===== src/rtl/core/assert_macros.svh =====
// assertion macros shared by the rtl files of the lidar depth estimator
// depends on nothing; callers supply clk and rst_n in scope
`ifndef ASSERT_MACROS_SVH
`define ASSERT_MACROS_SVH
`ifndef SYNTHESIS
`define LRE_ASSERT(lbl, prop) \
  lbl: assert property (@(posedge clk) disable iff (!rst_n) prop) \
    else $error("assertion failed");
`define LRE_NEVER(lbl, cond) \
  lbl: assert property (@(posedge clk) disable iff (!rst_n) !(cond)) \
    else $error("forbidden condition");
`else
`define LRE_ASSERT(lbl, prop)
`define LRE_NEVER(lbl, cond)
`endif
`endif


===== src/rtl/core/lre_pkg.sv =====
// shared types and constants of the lidar roi depth estimator
// used by every module of the block
package lre_pkg;

  localparam logic OP_BOX   = 1'b0;
  localparam logic OP_POINT = 1'b1;

  localparam logic [2:0] REG_FOCAL_X     = 3'd0;
  localparam logic [2:0] REG_FOCAL_Y     = 3'd1;
  localparam logic [2:0] REG_PRINCIPAL_X = 3'd2;
  localparam logic [2:0] REG_PRINCIPAL_Y = 3'd3;
  localparam logic [2:0] REG_OFF_RIGHT   = 3'd4;
  localparam logic [2:0] REG_OFF_DOWN    = 3'd5;
  localparam logic [2:0] REG_OFF_FWD     = 3'd6;

  localparam int NUM_W = 39;
  localparam int DEN_W = 25;
  localparam logic [16:0] MAX_POINTS = 17'd65536;

  typedef struct packed {
    logic               op;
    logic [11:0]        col;
    logic [11:0]        row;
    logic [11:0]        wid;
    logic [11:0]        hgt;
    logic signed [19:0] fwd;
    logic signed [19:0] lft;
    logic signed [19:0] up;
    logic               last;
  } lre_item_t;

  typedef struct packed {
    logic [15:0]        focal_x;
    logic [15:0]        focal_y;
    logic [15:0]        principal_x;
    logic [15:0]        principal_y;
    logic signed [15:0] off_right;
    logic signed [15:0] off_down;
    logic signed [15:0] off_fwd;
  } lre_cfg_t;

endpackage


===== src/rtl/core/lre_div.sv =====
// restoring divider, one quotient bit per cycle, unsigned operands
// depends on lre_pkg
module lre_div (
  input  logic                       clk,
  input  logic                       rst_n,
  input  logic                       go,
  input  logic [lre_pkg::NUM_W-1:0]  num,
  input  logic [lre_pkg::DEN_W-1:0]  den,
  output logic                       done,
  output logic [lre_pkg::NUM_W-1:0]  quo
);
  import lre_pkg::*;

  logic [NUM_W-1:0] quo_r;
  logic [DEN_W-1:0] rem_r, den_r;
  logic [5:0]       cnt_r;
  logic             busy_r, done_r;
  logic [DEN_W:0]   trial, diff;
  logic             qbit;

  assign trial = {rem_r, quo_r[NUM_W-1]};
  assign diff  = trial - {1'b0, den_r};
  assign qbit  = (trial >= {1'b0, den_r});
  assign done  = done_r;
  assign quo   = quo_r;

  always_ff @(posedge clk) begin
    if (go) begin
      quo_r <= num;
      rem_r <= '0;
      den_r <= den;
    end else if (busy_r) begin
      quo_r <= {quo_r[NUM_W-2:0], qbit};
      rem_r <= qbit ? diff[DEN_W-1:0] : trial[DEN_W-1:0];
    end
    if (!rst_n) begin
      busy_r <= 1'b0;
      done_r <= 1'b0;
      cnt_r  <= '0;
    end else begin
      done_r <= 1'b0;
      if (go) begin
        busy_r <= 1'b1;
        cnt_r  <= 6'(NUM_W);
      end else if (busy_r) begin
        cnt_r <= cnt_r - 6'd1;
        if (cnt_r == 6'd1) begin
          busy_r <= 1'b0;
          done_r <= 1'b1;
        end
      end
    end
  end
endmodule


===== src/rtl/core/lre_back.sv =====
// back end: sets the region from boxes, projects points, tests the region, keeps sums, forms the mean
// depends on lre_pkg and lre_div
module lre_back (
  input  logic               clk,
  input  logic               rst_n,
  input  lre_pkg::lre_cfg_t  cfg,
  input  logic               q_valid,
  input  lre_pkg::lre_item_t q_item,
  output logic               pop,
  output logic               out_valid,
  output logic               out_measured,
  output logic signed [20:0] out_depth_mm,
  output logic [16:0]        out_inside_count
);
  import lre_pkg::*;

  typedef enum logic [3:0] {
    S_IDLE, S_DISP, S_ZCHK, S_MULX, S_ADDX, S_DIVX, S_WAITX,
    S_MULY, S_ADDY, S_DIVY, S_WAITY, S_TEST, S_FIN, S_DIVM, S_WAITM
  } state_t;

  state_t             state_r;
  lre_item_t          ent_r;
  logic signed [20:0] cx_r, cy_r, cz_r;
  logic signed [37:0] prod_r;
  logic signed [38:0] num_r;
  logic signed [39:0] u_r, v_r;
  logic signed [13:0] left_r, right_r, top_r, bot_r;
  logic signed [35:0] sum_r;
  logic [16:0]        cnt_r;
  logic               out_valid_r, meas_r;
  logic signed [20:0] depth_r;
  logic [16:0]        ocnt_r;

  logic               div_go, div_done;
  logic [NUM_W-1:0]   div_num, div_quo;
  logic [DEN_W-1:0]   div_den;
  logic signed [39:0] qs;
  logic [9:0]         hw, hh;
  logic               in_roi;

  assign pop     = (state_r == S_IDLE) && q_valid;
  assign div_go  = (state_r == S_DIVX) || (state_r == S_DIVY) || (state_r == S_DIVM);
  assign div_num = num_r[38] ? NUM_W'(-num_r) : NUM_W'(num_r);
  assign div_den = (state_r == S_DIVM) ? {8'd0, cnt_r} : {1'b0, cz_r[19:0], 4'd0};
  assign qs      = num_r[38] ? -$signed({1'b0, div_quo}) : $signed({1'b0, div_quo});
  assign hw      = ent_r.wid[11:2];
  assign hh      = ent_r.hgt[11:2];
  assign in_roi  = (u_r > $signed({{26{left_r[13]}}, left_r}))
                && (u_r < $signed({{26{right_r[13]}}, right_r}))
                && (v_r > $signed({{26{top_r[13]}}, top_r}))
                && (v_r < $signed({{26{bot_r[13]}}, bot_r}));

  lre_div u_div (
    .clk  (clk),
    .rst_n(rst_n),
    .go   (div_go),
    .num  (div_num),
    .den  (div_den),
    .done (div_done),
    .quo  (div_quo)
  );

  assign out_valid        = out_valid_r;
  assign out_measured     = meas_r;
  assign out_depth_mm     = depth_r;
  assign out_inside_count = ocnt_r;

  always_ff @(posedge clk) begin
    if (!rst_n) begin
      state_r     <= S_IDLE;
      out_valid_r <= 1'b0;
      left_r      <= '0;
      right_r     <= '0;
      top_r       <= '0;
      bot_r       <= '0;
      sum_r       <= '0;
      cnt_r       <= '0;
    end else begin
      out_valid_r <= 1'b0;
      case (state_r)
        S_IDLE: begin
          if (q_valid) begin
            ent_r   <= q_item;
            state_r <= S_DISP;
          end
        end
        S_DISP: begin
          if (ent_r.op == OP_BOX) begin
            left_r  <= $signed({2'b0, ent_r.col}) - $signed({4'd0, hw});
            right_r <= $signed({2'b0, ent_r.col}) + $signed({4'd0, hw});
            top_r   <= $signed({2'b0, ent_r.row}) - $signed({4'd0, hh});
            bot_r   <= $signed({2'b0, ent_r.row}) + $signed({4'd0, hh});
            sum_r   <= '0;
            cnt_r   <= '0;
            state_r <= S_IDLE;
          end else begin
            cx_r    <= {{5{cfg.off_right[15]}}, cfg.off_right} - {ent_r.lft[19], ent_r.lft};
            cy_r    <= {{5{cfg.off_down[15]}}, cfg.off_down} - {ent_r.up[19], ent_r.up};
            cz_r    <= {{5{cfg.off_fwd[15]}}, cfg.off_fwd} + {ent_r.fwd[19], ent_r.fwd};
            state_r <= S_ZCHK;
          end
        end
        S_ZCHK: begin
          state_r <= (cz_r > 21'sd0) ? S_MULX : S_FIN;
        end
        S_MULX: begin
          prod_r  <= $signed({1'b0, cfg.focal_x}) * cx_r;
          state_r <= S_ADDX;
        end
        S_ADDX: begin
          num_r   <= {prod_r[37], prod_r} + $signed({1'b0, cfg.principal_x}) * cz_r;
          state_r <= S_DIVX;
        end
        S_DIVX: begin
          state_r <= S_WAITX;
        end
        S_WAITX: begin
          if (div_done) begin
            u_r     <= qs;
            state_r <= S_MULY;
          end
        end
        S_MULY: begin
          prod_r  <= $signed({1'b0, cfg.focal_y}) * cy_r;
          state_r <= S_ADDY;
        end
        S_ADDY: begin
          num_r   <= {prod_r[37], prod_r} + $signed({1'b0, cfg.principal_y}) * cz_r;
          state_r <= S_DIVY;
        end
        S_DIVY: begin
          state_r <= S_WAITY;
        end
        S_WAITY: begin
          if (div_done) begin
            v_r     <= qs;
            state_r <= S_TEST;
          end
        end
        S_TEST: begin
          if (in_roi && (cnt_r < MAX_POINTS)) begin
            sum_r <= sum_r + {{16{ent_r.fwd[19]}}, ent_r.fwd};
            cnt_r <= cnt_r + 17'd1;
          end
          state_r <= S_FIN;
        end
        S_FIN: begin
          if (!ent_r.last) begin
            state_r <= S_IDLE;
          end else if (cnt_r == 17'd0) begin
            meas_r      <= 1'b0;
            depth_r     <= '0;
            ocnt_r      <= '0;
            out_valid_r <= 1'b1;
            state_r     <= S_IDLE;
          end else begin
            num_r   <= {{3{sum_r[35]}}, sum_r};
            state_r <= S_DIVM;
          end
        end
        S_DIVM: begin
          state_r <= S_WAITM;
        end
        S_WAITM: begin
          if (div_done) begin
            meas_r      <= 1'b1;
            depth_r     <= qs[20:0] + {{5{cfg.off_fwd[15]}}, cfg.off_fwd};
            ocnt_r      <= cnt_r;
            out_valid_r <= 1'b1;
            sum_r       <= '0;
            cnt_r       <= '0;
            state_r     <= S_IDLE;
          end
        end
        default: state_r <= S_IDLE;
      endcase
    end
  end

  `include "assert_macros.svh"
  `LRE_ASSERT(a_strobe_single, out_valid_r |=> !out_valid_r)
  `LRE_NEVER(a_count_cap, cnt_r > MAX_POINTS)
  `LRE_ASSERT(a_result_clears, out_valid_r |-> (cnt_r == 17'd0 && sum_r == 36'sd0))
  `LRE_ASSERT(a_meas_count, (out_valid_r && meas_r) |-> (ocnt_r != 17'd0))
endmodule


===== config.mk =====
export PLATFORM = sky130hd
export DESIGN_NAME = lre_back
export DESIGN_NICKNAME = d
export VERILOG_FILES = /design/src/rtl/core/lre_pkg.sv /design/src/rtl/core/lre_div.sv /design/src/rtl/core/lre_back.sv
export VERILOG_INCLUDE_DIRS = /design/src /design/src/rtl/core
export SDC_FILE = /design/constraint.sdc
export NUM_CORES = 2
export LEC_CHECK = 0
export BUFFER_PORTS_ARGS = -buffer_cell sky130_fd_sc_hd__buf_2
export CAP_MARGIN = 25
export CORE_MARGIN = 8
export CORE_UTILIZATION = 50
export DETAILED_ROUTE_END_ITERATION = 16
export GPL_TIMING_DRIVEN = 0
export PLACE_DENSITY = 0.66
export SLEW_MARGIN = 25
export SYNTH_ARGS = -nofsm -noshare
export SYNTH_HDL_FRONTEND = slang
export SYNTH_SLANG_ARGS = --single-unit

===== constraint.sdc =====
create_clock -name clk -period 11 [get_ports clk]
set_clock_uncertainty 0.05 [all_clocks]
set_input_delay 1.65 -clock clk [delete_from_list [all_inputs] [get_ports clk]]
set_output_delay 1.65 -clock clk [all_outputs]
set_load 0.01 [all_outputs]

==> results.ini <==
[cts]
post_cts_hold_buffer_count=0
cts-root-to-sink-buffers=3
clk_latency_ns=0.69
cts_setup_buffers=0
tritoncts_clock_tree=built
clock_sinks=569
clock_tree.htree_level_count=3
root_buf_cell=clkbuf_16
numCtsBuffers=71
clkSlewWorstSetupHoldPaths_ns=0.06
cts_repair_resize_count=1

[floorplan]
dieHeight_um=419
effective_utilization_at_floorplan_pct=50.1
die_width_um=419
design.die.area_um2=176000
row_count=148
fp.coreArea_um2=162000
io_pins=266

[run_status]
run_status=complete, no violations

[drt]
via_per_inst=5.58
post_drt_wl_per_cell_um=21.2
detail_route.drc_violations=0
ant_nets=0
count_of_tritonroute_iterations_in_the_first_routing_pass=6
routed_wl_um=242000
drt_iter0_drc=5059
route.vias.total=63682

[global_route]
grt_overflow_total=0
wire_length_of_the_first_global_routing_pass_um=377000
globalRouteTotalUtil_pct=27.6
largest_net_degree_at_the_start_of_global_routing=49
antenna_violations_before_repair=18
grt_pass1_vias=66400

[cells_and_area]
fin_nets=11358
final_design_instance_area_without_fill_um2=88100
layout_overhead_on_the_synthesized_area_pct=8.46
layout-drive-gt1-share_pct=5.31

[timing]
period_minus_slack_ns=10.72
final_min_period_over_clock_period_pct=97.5
worst-slew-pin-transition_ns=1.20
worst_slew_margin_rel_pct=20.0
finalMaxSlewViolations=0
finalHoldViolations=0
holdWs_ns=0.404
setup_violations=0
fmax_mhz=93.3

[logic_synthesis]
synth.ff_latch_count=569
yosysSeqAreaShare_pct=19.3
post-synth-top-count-cell=inv_1
synth_flop_cell=edfxtp_1
yosysWarnings=0
syn_inst=8829
synthesis.area_um2=81200
synth_fp_nets=11002
async_reset_ff_share_pct=0
synth_top_cells_by_count=1607 x inv_1, 1209 x fa_1, 1152 x nand2_1
post_synth_main_area_contributors=fa_1 30%, edfxtp_1 16%, ha_1 11%
syn-mean-instance-area_um2=9.20
post-synth-top-area-cell=fa_1
distinct_cell_type_count_of_the_synthesized_netlist=85
yosysTopAreaCellShare_pct=29.8
post_synth_edffs=428

[setup_path]
critPathCaptureType=flop
path_max_fanout=10
cp_data_required_time_ns=11.35
arrival_ns=11.07
launching_instance_or_port_of_the_critical_path=cfg[75]
terminus_of_the_critical_flop_to_flop_path=num_r[36]
register_to_register_setup_slack_ns=0.31
cpMaxStageDelayCell=clkbuf_1
worst_r2r_startpoint=cz_r[5]
worst_setup_path_start_kind=primary input
max_stage_delay_ns=0.57
timing.critical_path.to=num_r[36]
r2r.worst_path.cells=35
criticalPathCategory=primary input to flop

[flow_run]
cap_viol_max_count=0

[placed_design]
io_buffer_count=261
place.gp.congestion=0.981
post_dp_cell_area_um2=85600
detailedPlacementHpwl_um=203000

[min_path]
holdCritPathClass=flop to flop

## layout make-up
cell class,count,area (um2)
inverters,1607,6030
clock buffers,94,2000
flip-flops and latches,569,15700
diodes,3,7.51
fillers,14770,73900
plain buffers,351,1350
well taps,2175,2720
multi-input cells,6299,58200
repair buffers,286,1600
clock inverters,38,474
## worst min-delay path by stage
stage	startpoint	cells after the start	slack [ns]	endpoint
after detailed placement	left_r[5]	2	0.40	left_r[5]
after CTS	left_r[5]	2	0.40	left_r[5]
after floorplan	left_r[3]	2	0.38	left_r[3]
final	top_r[3]	2	0.40	top_r[3]
after global routing	top_r[7]	2	0.42	top_r[7]
after global placement	top_r[7]	2	0.39	top_r[7]
## per-stage QoR
stage / TNS (ns) / instances / worst slack [ns] / utilization [%]
6_report: 0 / 11422 / 0.279 / 54.4
4_1_cts: 0 / 11422 / 0.310 / 54.4
3_3_place_gp: -251.18 / 11265 / -3.95 / 52.6
5_1_grt: -0.00907 / 11419 / -0.00907 / 54.4
2_1_floorplan: 0 / 8829 / 1.42 / -
3_5_place_dp: -5.47 / 11290 / -0.735 / 52.8
## cell usage in the layout (no fill, tap or decap), types with 233 or more instances in the layout
cell,count
nand2_1,1152
fa_1,1209
o21ai_0,280
inv_1,1606
xnor2_1,233
nor2_1,362
a21oi_1,373
clkbuf_1,330
ha_1,739
edfxtp_1,428
buf_2,282
and2_1,611
## flip-flops by register name (all words and copies together) (netlist names), 24 cells and up
name         count
ent_r          106
num_r           39
prod_r          38
sum_r           36
u_div.den_r     24
u_div.quo       39
u_div.rem_r     25
u_r             40
v_r             40
## critical path: cells and delay by family
kind	cells	cell delay (ns)
adder cells (fa/ha/maj)	8	3.60
AND/OR/NAND/NOR	7	0.88
multiplexers	1	0.20
AO/OA/AOI/OAI	11	3.09
XOR/XNOR	1	0.37
buffers and inverters	8	1.25
## logic make-up after synthesis
| logic type | Yosys count | share of synthesized area [%] |
|---|---|---|
| and+or+nand+nor | 2672 | 15.9 |
| buffers and inverters | 1961 | 9.08 |
| muxes | 54 | 0.670 |
| adders and majority gates | 1949 | 41.2 |
| AOI/OAI and AO/OA | 1249 | 9.85 |
| xor gates and xnor gates | 375 | 4.04 |
| DFF | 569 | 19.3 |
## metal layers
metal	share of wire [%]	vias to the layer above	global-route usage (%)
li1	-	28919	-
met1	41	31803	35.8
met2	46	2377	45.2
met3	7.4	565	4.82
met4	5.6	18	12.9
met5	0.046	-	0
Power is left out: the tool's default activity adds up to more than one toggle a clock period on the data nets, which glitch-free logic cannot reach.
