## src/rtl/core/assert_macros.svh

```systemverilog
// assertion macros shared by the rtl files of the lidar depth estimator
// depends on nothing; callers supply clk and rst_n in scope
`ifndef ASSERT_MACROS_SVH
`define ASSERT_MACROS_SVH
`ifndef SYNTHESIS
`define LRE_ASSERT(lbl, prop) \
  lbl: assert property (@(posedge clk) disable iff (!rst_n) prop) \
    else $error("assertion failed");
`define LRE_NEVER(lbl, cond) \
  lbl: assert property (@(posedge clk) disable iff (!rst_n) !(cond)) \
    else $error("forbidden condition");
`else
`define LRE_ASSERT(lbl, prop)
`define LRE_NEVER(lbl, cond)
`endif
`endif

```

## src/rtl/core/lre_pkg.sv

```systemverilog
// shared types and constants of the lidar roi depth estimator
// used by every module of the block
package lre_pkg;

  localparam logic OP_BOX   = 1'b0;
  localparam logic OP_POINT = 1'b1;

  localparam logic [2:0] REG_FOCAL_X     = 3'd0;
  localparam logic [2:0] REG_FOCAL_Y     = 3'd1;
  localparam logic [2:0] REG_PRINCIPAL_X = 3'd2;
  localparam logic [2:0] REG_PRINCIPAL_Y = 3'd3;
  localparam logic [2:0] REG_OFF_RIGHT   = 3'd4;
  localparam logic [2:0] REG_OFF_DOWN    = 3'd5;
  localparam logic [2:0] REG_OFF_FWD     = 3'd6;

  localparam int NUM_W = 39;
  localparam int DEN_W = 25;
  localparam logic [16:0] MAX_POINTS = 17'd65536;

  typedef struct packed {
    logic               op;
    logic [11:0]        col;
    logic [11:0]        row;
    logic [11:0]        wid;
    logic [11:0]        hgt;
    logic signed [19:0] fwd;
    logic signed [19:0] lft;
    logic signed [19:0] up;
    logic               last;
  } lre_item_t;

  typedef struct packed {
    logic [15:0]        focal_x;
    logic [15:0]        focal_y;
    logic [15:0]        principal_x;
    logic [15:0]        principal_y;
    logic signed [15:0] off_right;
    logic signed [15:0] off_down;
    logic signed [15:0] off_fwd;
  } lre_cfg_t;

endpackage

```

## src/rtl/core/lre_front.sv

```systemverilog
// front end: takes items on the command port into a two-entry queue
// depends on lre_pkg
module lre_front (
  input  logic              clk,
  input  logic              rst_n,
  input  logic              start,
  output logic              busy,
  input  lre_pkg::lre_item_t in_item,
  input  logic              pop,
  output logic              q_valid,
  output lre_pkg::lre_item_t q_item
);
  import lre_pkg::*;

  lre_item_t   mem_r [2];
  logic        wr_r, rd_r;
  logic [1:0]  cnt_r;
  logic        push;

  assign busy    = (cnt_r == 2'd2);
  assign push    = start && !busy;
  assign q_valid = (cnt_r != 2'd0);
  assign q_item  = mem_r[rd_r];

  always_ff @(posedge clk) begin
    if (push) begin
      mem_r[wr_r] <= in_item;
    end
    if (!rst_n) begin
      wr_r  <= 1'b0;
      rd_r  <= 1'b0;
      cnt_r <= 2'd0;
    end else begin
      if (push) begin
        wr_r <= ~wr_r;
      end
      if (pop) begin
        rd_r <= ~rd_r;
      end
      cnt_r <= cnt_r + {1'b0, push} - {1'b0, pop};
    end
  end

  `include "assert_macros.svh"
  `LRE_NEVER(a_cnt_range, cnt_r == 2'd3)
  `LRE_ASSERT(a_pop_nonempty, pop |-> q_valid)
  `LRE_ASSERT(a_full_next, (cnt_r == 2'd1 && push && !pop) |=> busy)
endmodule

```

## config.mk

```make
export PLATFORM = sky130hd
export DESIGN_NAME = lre_front
export DESIGN_NICKNAME = d
export VERILOG_FILES = /design/src/rtl/core/lre_pkg.sv /design/src/rtl/core/lre_front.sv
export VERILOG_INCLUDE_DIRS = /design/src /design/src/rtl/core
export SDC_FILE = /design/constraint.sdc
export NUM_CORES = 1
export LEC_CHECK = 0
export ABC_CLOCK_PERIOD_IN_PS = 6920
export BUFFER_PORTS_ARGS = -buffer_cell sky130_fd_sc_hd__buf_2
export CORE_MARGIN = 1.5
export CORE_UTILIZATION = 45
export DETAILED_ROUTE_END_ITERATION = 8
export HOLD_SLACK_MARGIN = 0.1
export PLACE_DENSITY = 0.7
export SYNTH_ARGS = -nofsm -noshare
export SYNTH_HDL_FRONTEND = slang
export SYNTH_SLANG_ARGS = --single-unit
```

## constraint.sdc

```tcl
create_clock -name clk -period 6.92 [get_ports clk]
set_input_delay 1.038 -clock clk [delete_from_list [all_inputs] [get_ports clk]]
set_output_delay 1.038 -clock clk [all_outputs]
set_load 0.005 [all_outputs]
```

==> flow_summary.json, run 1 <==
{
  "outcome": "finished clean",
  "placed_cell_area_um2": 9910,
  "drive_above_1_share_pct": 59.8,
  "criticalPathCategory": "reg2out",
  "finalPower_mw": 3.44,
  "min_path_type": "reg2reg",
  "cts.sinks": 225,
  "drv_slew": 0,
  "crit_arrival_ns": 2.93,
  "cap_violations": 0,
  "numPortBuffers": 225,
  "cp-end-kind": "primary output",
  "syn_nets": 483,
  "via_per_inst": 4.81,
  "antenna_left": 0,
  "fin_area_um2": 10600,
  "fin_crit_ns": 3.97,
  "htreeDepth": 1,
  "cts_resized": 0,
  "grt_max_degree": 65,
  "setup_tns_ns": 0,
  "rows": 50,
  "met1_usage_pct": 16.0,
  "final_common_cell": "buf_2",
  "grtUsageMet2_pct": 23.8,
  "ys_seq_area_share_pct": 77.4,
  "initial_core_util_pct": 46.2,
  "finalSetupViolations": 0,
  "syn_area_per_cell_um2": 23.6,
  "die_x_um": 142,
  "cts.path.max_buffers": 3,
  "fill_cells": 1442,
  "root_buffer": "clkbuf_16",
  "track_usage_pct": 13.9,
  "core_um2": 18800,
  "ir_drop_v": 0.000234,
  "num_vias": 4126,
  "path_max_fanout": 57,
  "cts_buffers": 23,
  "worstMarginPinSlew_ns": 1.02,
  "yosys_warnings": 0,
  "worst_clock_skew_ns": 0.00938,
  "final_hold_viol_count": 0,
  "postSynthCellCount": 367,
  "rsz0062_at_grt": "false",
  "wl_per_cell_um": 16.9,
  "grt_pass1_wl_um": 21500,
  "dp_hpwl_um": 9530,
  "routabilityCongestion": 0.711,
  "required_ns": 5.88,
  "synth_area_um2": 8660,
  "path_clk_slew_ns": 0.06,
  "power.leakage_nw": 4.19,
  "first_pass_iters": 4,
  "tritoncts": "built",
  "wl_um": 14500,
  "dieArea_um2": 20100,
  "layout_common_cells": "225 x buf_2, 220 x edfxtp_1, 100 x mux2_4",
  "seqCellArea_um2": 6710,
  "crit_path_start_kind": "register",
  "min_period_over_period_pct": 57.4,
  "nets": 725,
  "antenna_found_initial": 1,
  "grt_most_used_layer": "met2",
  "overflow": 0,
  "areaGrowthSynthToFinish_pct": 22.1,
  "postCtsSetupBuffers": 0,
  "cts_hold_buffers": 0,
  "ioPinCount": 226,
  "yosysUniqueCellTypes": 18,
  "use_met3_pct": 4.99,
  "dr.first_iter.drc_count": 157,
  "drc": 0,
  "fmaxAchievable_mhz": 252,
  "synth_seq_cells": 225,
  "clkLatencyLatePin_ns": 0.49,
  "powerDensity_nw_per_um2": 325,
  "die_h_um": 142,
  "first_global_vias": 4240,
  "multi_input_area_um2": 1740,
  "maxSlewHeadroom_pct": 31.8,
  "hold_ws_ns": 0.516
}
-- cell usage after synthesis --
cell	count	area, µm²
edfxtp_1	220	6610
mux2_4	100	1500
buf_12	10	200
mux2_2	10	113
dfxtp_1	5	100
nor2_1	4	15.0
inv_1	3	11.3
ha_1	2	25.0
nand2_1	2	7.51
nand2b_1	2	12.5
xnor2_1	2	17.5
and2_1	1	6.26
and3_1	1	6.26
buf_2	1	5.00
buf_6	1	11.3
mux2i_1	1	10.0
or2_2	1	6.26
xor2_1	1	8.76
-- cell families (layout without fill, tap and decap cells) --
logic type | Yosys count | count (layout) | share of synthesized area, %
AND/OR/NAND/NOR | 11 | 11 | 0.621
other | 0 | 1 | 0
adder cells (fa/ha/maj) | 2 | 2 | 0.289
flip-flops | 225 | 225 | 77.4
multiplexers | 111 | 111 | 18.7
XOR/XNOR | 3 | 3 | 0.303
buffers and inverters | 15 | 270 | 2.63
-- stage by stage --
stage               worst slack, ns  util (%)  std cells
floorplan                     0.633         -        367
CTS                            2.86      56.4        856
finish                         2.95      56.4        857
global route                   2.76      56.4        857
global placement               3.43      52.8        818
detailed placement             3.41      52.8        818
-- cell type report --
| cell class | instances | area share (%) |
|---|---|---|
| timing repair buffer | 229 | 10.9 |
| antenna | 1 | 0.0236 |
| sequential | 225 | 63.4 |
| multi-input combinational | 127 | 16.5 |
| clock buffer | 27 | 5.58 |
| inverter | 3 | 0.106 |
| clock inverter | 11 | 0.721 |
| tap | 234 | 2.77 |
-- sequential cells by signal, indices dropped and copies added, names as in the netlist, named ones only --
signal,count
cnt_r,2
mem_r,220
wr_r,1
rd_r,1
-- final timing paths --
path | end | start | slack [ns] | cells after the start
hold / removal | register | rd_r | 0.52 | 2
setup reg to reg | mem_r[1][66] | cnt_r[0] | 4.56 | 3
setup / recovery | q_item[76] | register | 2.95 | 3
hold reg to reg | register | rd_r | 0.52 | 2
-- report_power, final --
part	internal (mW)	switching [mW]
clock	0.640	0.458
sequential	1.73	0.0629
combinational	0.296	0.255
total	2.67	0.776
-- worst max-delay path: stages (launching register included) --
cell and delay, ns:
dfxtp_4 0.97, buf_4 0.90, mux2_4 0.36, buf_2 0.13
-- per-layer routing --
metal | up-vias | wire [µm]
met5 | - | 0
li1 | 1930 | -
met3 | 28 | 1260
met4 | 0 | 350
met2 | 159 | 7200
met1 | 2009 | 5650
Power figures use the tool's default switching activity.
==> inputs of run 2 (changes only) <==
--- a/config.mk
+++ b/config.mk
@@ -6,7 +6,8 @@
 export SDC_FILE = /design/constraint.sdc
 export NUM_CORES = 1
 export LEC_CHECK = 0
-export ABC_CLOCK_PERIOD_IN_PS = 6920
+export ABC_AREA = 1
+export ABC_CLOCK_PERIOD_IN_PS = 3700
 export BUFFER_PORTS_ARGS = -buffer_cell sky130_fd_sc_hd__buf_2
 export CORE_MARGIN = 1.5
 export CORE_UTILIZATION = 45
==> constraint.sdc (replaced) <==
create_clock -name clk -period 3.7 [get_ports clk]
set_input_delay 0.555 -clock clk [delete_from_list [all_inputs] [get_ports clk]]
set_output_delay 0.555 -clock clk [all_outputs]
set_load 0.005 [all_outputs]
==> run 2 against run 1 <==
Sequential cell count did not move. Worst hold slack worse by 0.28 ns. Clock-buffer cell count grew 6. Worst setup slack got worse by 2.0 ns. Clock skew shrank 0.0053 ns. Combinational power rose by 25%. Sequential share of layout area down 0.84 points. Clock power increased by 100%. Total power grew 75%. Register-to-register slack lost 2.9 ns.
==> flow_summary.json, run 2 <==
{
  "worstMarginPinSlew_ns": 0.849,
  "power.switching_mw": 1.28,
  "fmaxAchievable_mhz": 358,
  "ioPinCount": 226,
  "wl_um": 15000,
  "first_global_vias": 4552,
  "antenna_found_initial": 2,
  "drive_above_1_share_pct": 59.0,
  "synth_edf_count": 220,
  "dieArea_um2": 20100,
  "top_register": "mem_r",
  "grt_pass1_wl_um": 23200,
  "numPortBuffers": 225,
  "drc": 0,
  "min_period_over_period_pct": 75.4,
  "yosys_warnings": 0,
  "criticalPathCategory": "reg2out",
  "path_max_fanout": 45,
  "die_h_um": 142,
  "largest_reg_flops": 220,
  "postSynthCellCount": 376,
  "synthTopCellsByArea": "edfxtp_1 76%, mux2_4 17%, buf_12 2.3%",
  "required_ns": 3.14,
  "rows": 50,
  "reg.largest.list": "mem_r (220), cnt_r (2)",
  "p_seq_share_pct": 51.8,
  "cts.path.max_buffers": 3,
  "powerDensity_nw_per_um2": 563,
  "syn_nets": 492,
  "root_buffer": "clkbuf_16",
  "rsz0062_at_grt": "false",
  "postCtsSetupBuffers": 0,
  "setup_tns_ns": 0,
  "cp-end-kind": "primary output",
  "cts_hold_buffers": 0,
  "synthMostInstantiatedCell": "edfxtp_1",
  "cap_violations": 0,
  "via_per_inst": 4.84,
  "antenna_left": 0,
  "crit_arrival_ns": 2.24,
  "synth_area_um2": 8670,
  "cts.sinks": 225,
  "synth_top_area_share_pct": 76.2,
  "cts_resized": 0,
  "dr.first_iter.drc_count": 273,
  "htreeDepth": 1,
  "layout_common_cells": "225 x buf_2, 220 x edfxtp_1, 100 x mux2_4",
  "final_hold_viol_count": 0,
  "min_path_type": "in2reg",
  "outcome": "finished clean",
  "yosys.area.top_type": "edfxtp_1",
  "finalPower_mw": 6.03,
  "synth_seq_cells": 225,
  "track_usage_pct": 14.7,
  "dp_hpwl_um": 9690,
  "synthArstFlopShare_pct": 0,
  "combPwrFrac_pct": 11.4,
  "synth_common_cells": "220 x edfxtp_1, 100 x mux2_4, 10 x buf_12, 10 x mux2_2, 10 x nand2_1",
  "syn_area_per_cell_um2": 23.1,
  "grt_max_degree": 111,
  "crit_path_start_kind": "register",
  "swShare_pct": 21.3,
  "final_common_cell": "buf_2",
  "cts_buffers": 24,
  "fill_cells": 1418,
  "yosysUniqueCellTypes": 13,
  "synth_ff_type": "edfxtp_1",
  "die_x_um": 142,
  "initial_core_util_pct": 46.2,
  "nets": 737,
  "first_pass_iters": 4,
  "path_clk_slew_ns": 0.06,
  "ys_seq_area_share_pct": 77.4,
  "tritoncts": "built",
  "maxSlewHeadroom_pct": 43.4,
  "num_vias": 4226,
  "areaGrowthSynthToFinish_pct": 23.7,
  "worst_clock_skew_ns": 0.00408,
  "overflow": 0,
  "drv_slew": 0,
  "power.leakage_nw": 4.28,
  "clkLatencyLatePin_ns": 0.49,
  "clkPwrFrac_pct": 36.7,
  "wl_per_cell_um": 17.2,
  "routabilityCongestion": 0.714,
  "cellInternalPower_mw": 4.75,
  "core_um2": 18800,
  "finalSetupViolations": 0,
  "fin_crit_ns": 2.79,
  "ir_drop_v": 0.000384
}
run 2: cell type report:
type | count | area (µm²) | area share (%)
Antenna cell | 1 | 2.50 | 0.0233
Clock buffer | 33 | 666 | 6.21
Clock inverter | 11 | 75.1 | 0.700
Inverter | 7 | 28.8 | 0.268
Multi-Input combinational cell | 132 | 1730 | 16.1
Sequential cell | 225 | 6710 | 62.6
Tap cell | 234 | 293 | 2.73
Timing Repair Buffer | 231 | 1220 | 11.4
run 2: power groups by stage:
stage	clock [mW]	combinational, mW	sequential, mW
2_1_floorplan	0	0.441	3.16
3_3_place_gp	0	0.687	3.17
3_5_place_dp	0	0.703	3.18
4_1_cts	2.28	0.706	3.13
5_1_grt	2.38	0.754	3.15
6_report	2.22	0.690	3.13
run 2: per-layer routing:
layer / vias up / global-route usage (%) / routed length (µm)
li1: 1963 / - / -
met1: 2075 / 17.9 / 5900
met2: 159 / 24.9 / 7530
met3: 27 / 4.83 / 1330
met4: 2 / 4.61 / 273
met5: - / 0 / 10
run 2: critical path: stages (launching register included):
cell and delay, ns:
dfxtp_4 0.91, buf_4 0.34, mux2_2 0.35, buf_2 0.13
run 2: cells by family (layout without fill, tap and decap cells):
logic type      after synthesis  in the layout  share of synthesized area [%]
compound gates                2              2                          0.115
flops                       225            225                           77.4
fa+ha+maj                     2              2                          0.289
mux                         110            110                           18.6
other cells                   0              1                              0
buf+inv                      19            282                           2.80
simple gates                 18             18                          0.808
run 2: final timing paths:
check | start | end | slack [ns] | cells after the start
worst max-delay path | register | q_item[0] | 0.91 | 3
worst min-delay path | in_item[86] | mem_r[0][86] | 0.24 | 1
worst max register to register | cnt_r[0] | mem_r[1][46] | 1.68 | 5
worst min register to register | rd_r | rd_r | 0.51 | 2
run 2: stage by stage:
step                worst slack (ns)  std cells  utilization, %  area (µm²)  hold WS, ns
floorplan                      0.450        376               -        8680        0.463
global placement                1.41        829            53.2        9980        0.476
detailed placement              1.40        829            53.2        9980        0.493
CTS                            0.858        873            57.1       10700        0.217
global route                   0.796        874            57.1       10700        0.216
finish                         0.908        874            57.1       10700        0.240
==> inputs of run 3 (changes only) <==
--- a/config.mk
+++ b/config.mk
@@ -7,13 +7,13 @@
 export NUM_CORES = 1
 export LEC_CHECK = 0
 export ABC_AREA = 1
-export ABC_CLOCK_PERIOD_IN_PS = 3700
+export ABC_CLOCK_PERIOD_IN_PS = 2300
 export BUFFER_PORTS_ARGS = -buffer_cell sky130_fd_sc_hd__buf_2
 export CORE_MARGIN = 1.5
 export CORE_UTILIZATION = 45
 export DETAILED_ROUTE_END_ITERATION = 8
 export HOLD_SLACK_MARGIN = 0.1
-export PLACE_DENSITY = 0.7
+export PLACE_DENSITY = 0.72
 export SYNTH_ARGS = -nofsm -noshare
 export SYNTH_HDL_FRONTEND = slang
 export SYNTH_SLANG_ARGS = --single-unit
==> constraint.sdc (replaced) <==
create_clock -name clk -period 2.3 [get_ports clk]
set_input_delay 0.345 -clock clk [delete_from_list [all_inputs] [get_ports clk]]
set_output_delay 0.345 -clock clk [all_outputs]
set_load 0.005 [all_outputs]
==> run 3 against run 2 <==
Non-clock buffer count is 113 higher. Largest cell class unchanged. Highest routed layer is now met4. Worst setup slack worse by 0.79 ns. Total power is 61% higher. Sequential power is 60% higher. First-iteration DRC count is 16% lower. Largest power group unchanged. Critical path depth stayed put. Worst hold slack worse by 0.096 ns. Clock skew is 0.0033 ns higher.
==> flow_summary.json, run 3 (synthesized netlist as in run 2, its figures left out) <==
{
  "finalPower_mw": 9.69,
  "clkPwrFrac_pct": 34.7,
  "via_per_inst": 4.72,
  "hold_ws_ns": 0.144,
  "final_core_util_pct": 63.0,
  "rsz0062_at_grt": "false",
  "numPortBuffers": 225,
  "htreeDepth": 1,
  "final_common_cell": "buf_2",
  "root_buffer": "clkbuf_16",
  "worst_clock_skew_ns": 0.00737,
  "powerDensity_nw_per_um2": 820,
  "antenna_left": 0,
  "required_ns": 1.96,
  "dr.first_iter.drc_count": 229,
  "crit_path_cell_trace": "buf_4, mux2_2, buf_2",
  "fin_ws_ns": 0.115,
  "rows": 50,
  "overflow": 0,
  "fin_crit_ns": 2.19,
  "largest_reg_flops": 220,
  "dp_hpwl_um": 10200,
  "first_global_vias": 5209,
  "maxSlewHeadroom_pct": 58.9,
  "fmaxAchievable_mhz": 458,
  "drc": 0,
  "whs_path_depth": 3,
  "drive_above_1_share_pct": 50.3,
  "ir_drop_v": 0.000646,
  "power.switching_mw": 2.08,
  "diodes": 0,
  "path_clk_slew_ns": 0.06,
  "areaGrowthSynthToFinish_pct": 36.3,
  "drv_slew": 0,
  "cp-end-kind": "primary output",
  "finalSetupViolations": 0,
  "outcome": "finished clean",
  "ioPinCount": 226,
  "criticalPathCategory": "reg2out",
  "nets": 850,
  "combPwrFrac_pct": 13.6,
  "max_stage_delay_ns": 0.53,
  "final_hold_viol_count": 0,
  "path_max_fanout": 15,
  "power.leakage_nw": 4.72,
  "reg2reg_depth": 5,
  "min_period_over_period_pct": 95.0,
  "setup_tns_ns": 0,
  "place_ws_ns": 0.625,
  "track_usage_pct": 16.1,
  "cp_slowest_cell": "dfxtp_4",
  "wl_met2_um": 8820,
  "highest_layer": "met4",
  "worstMarginPinSlew_ns": 0.617,
  "grt_max_degree": 111,
  "first_pass_iters": 4,
  "p_seq_share_pct": 51.8,
  "layout_common_cells": "225 x buf_2, 220 x edfxtp_1, 111 x dlygate4sd3_1",
  "swShare_pct": 21.5,
  "cellInternalPower_mw": 7.60,
  "core_um2": 18800,
  "postCtsSetupBuffers": 0,
  "top_register": "mem_r",
  "routabilityCongestion": 0.734,
  "wl_met3_um": 1090,
  "cts.path.max_buffers": 3,
  "r2r_slack_ns": 0.62,
  "min_path_type": "in2reg",
  "cts.sinks": 225,
  "antenna_found_initial": 0,
  "die_x_um": 142,
  "num_vias": 4636,
  "tritoncts": "built",
  "clkLatencyLatePin_ns": 0.50,
  "cts_buffers": 24,
  "cap_violations": 0,
  "crit_arrival_ns": 1.84,
  "wl_um": 16500,
  "crit_path_start_kind": "register",
  "wl_per_cell_um": 16.8,
  "reg.largest.list": "mem_r (220), cnt_r (2)",
  "die_h_um": 142,
  "initial_core_util_pct": 46.2,
  "wl_met1_um": 6340,
  "dieArea_um2": 20100,
  "grt_pass1_wl_um": 25400
}
[run 3: changes by cell type in the layout (fill, tap and decap cells not counted), moves of 2 or more]
| cell | before | now |
|---|---|---|
| clkbuf_1 | 7 | 5 |
| clkinv_1 | 4 | 11 |
| clkinv_2 | 6 | 0 |
| dfxtp_1 | 4 | 2 |
| dfxtp_2 | 0 | 2 |
| dlygate4sd3_1 | 0 | 111 |
| nand2_1 | 10 | 8 |
| nand2_2 | 0 | 2 |
[run 3: final cells by class]
type	instances	area [µm²]
clock buffers	30	644
inverters	7	30.0
clock inverters	11	41.3
multi-input cells	132	1740
flip-flops and latches	225	6710
well taps	234	293
fillers	1292	6950
repair buffers	344	2360
[run 3: critical path, delay by kind of cell (launching register included)]
family / cells / cell delay [ns]
mux: 1 / 0.38
buf+inv: 2 / 0.43
flops: 1 / 0.53
[run 3: what timing repair did]
item,CTS,global route
hold endpoints to repair,223,0
hold buffers,111,0
resized for setup,0,0
[run 3: worst paths after layout]
kind | startpoint | endpoint
setup / recovery | register | q_item[1]
hold / removal | pop | register
setup reg to reg | cnt_r[0] | mem_r[0][50]
hold reg to reg | rd_r | register
[run 3: metrics by stage]
step	std cells	cell area, µm²
global route	983	11800
finish	983	11800
global placement	831	10000
CTS	983	11800
detailed placement	831	10000
floorplan	376	8690
[run 3: power by group through the flow]
stage | combinational [mW] | sequential [mW] | clock (mW)
detailed placement | 1.17 | 5.10 | 0
global placement | 1.14 | 5.08 | 0
finish | 1.31 | 5.01 | 3.36
CTS | 1.33 | 5.02 | 3.46
floorplan | 0.715 | 5.07 | 0
global route | 1.41 | 5.04 | 3.63
[run 3: metal layers]
metal / track usage (%) / vias up
met5: 0 / -
met2: 30.5 / 165
met3: 4.49 / 27
met4: 4.72 / 0
li1: - / 2186
met1: 17.5 / 2258
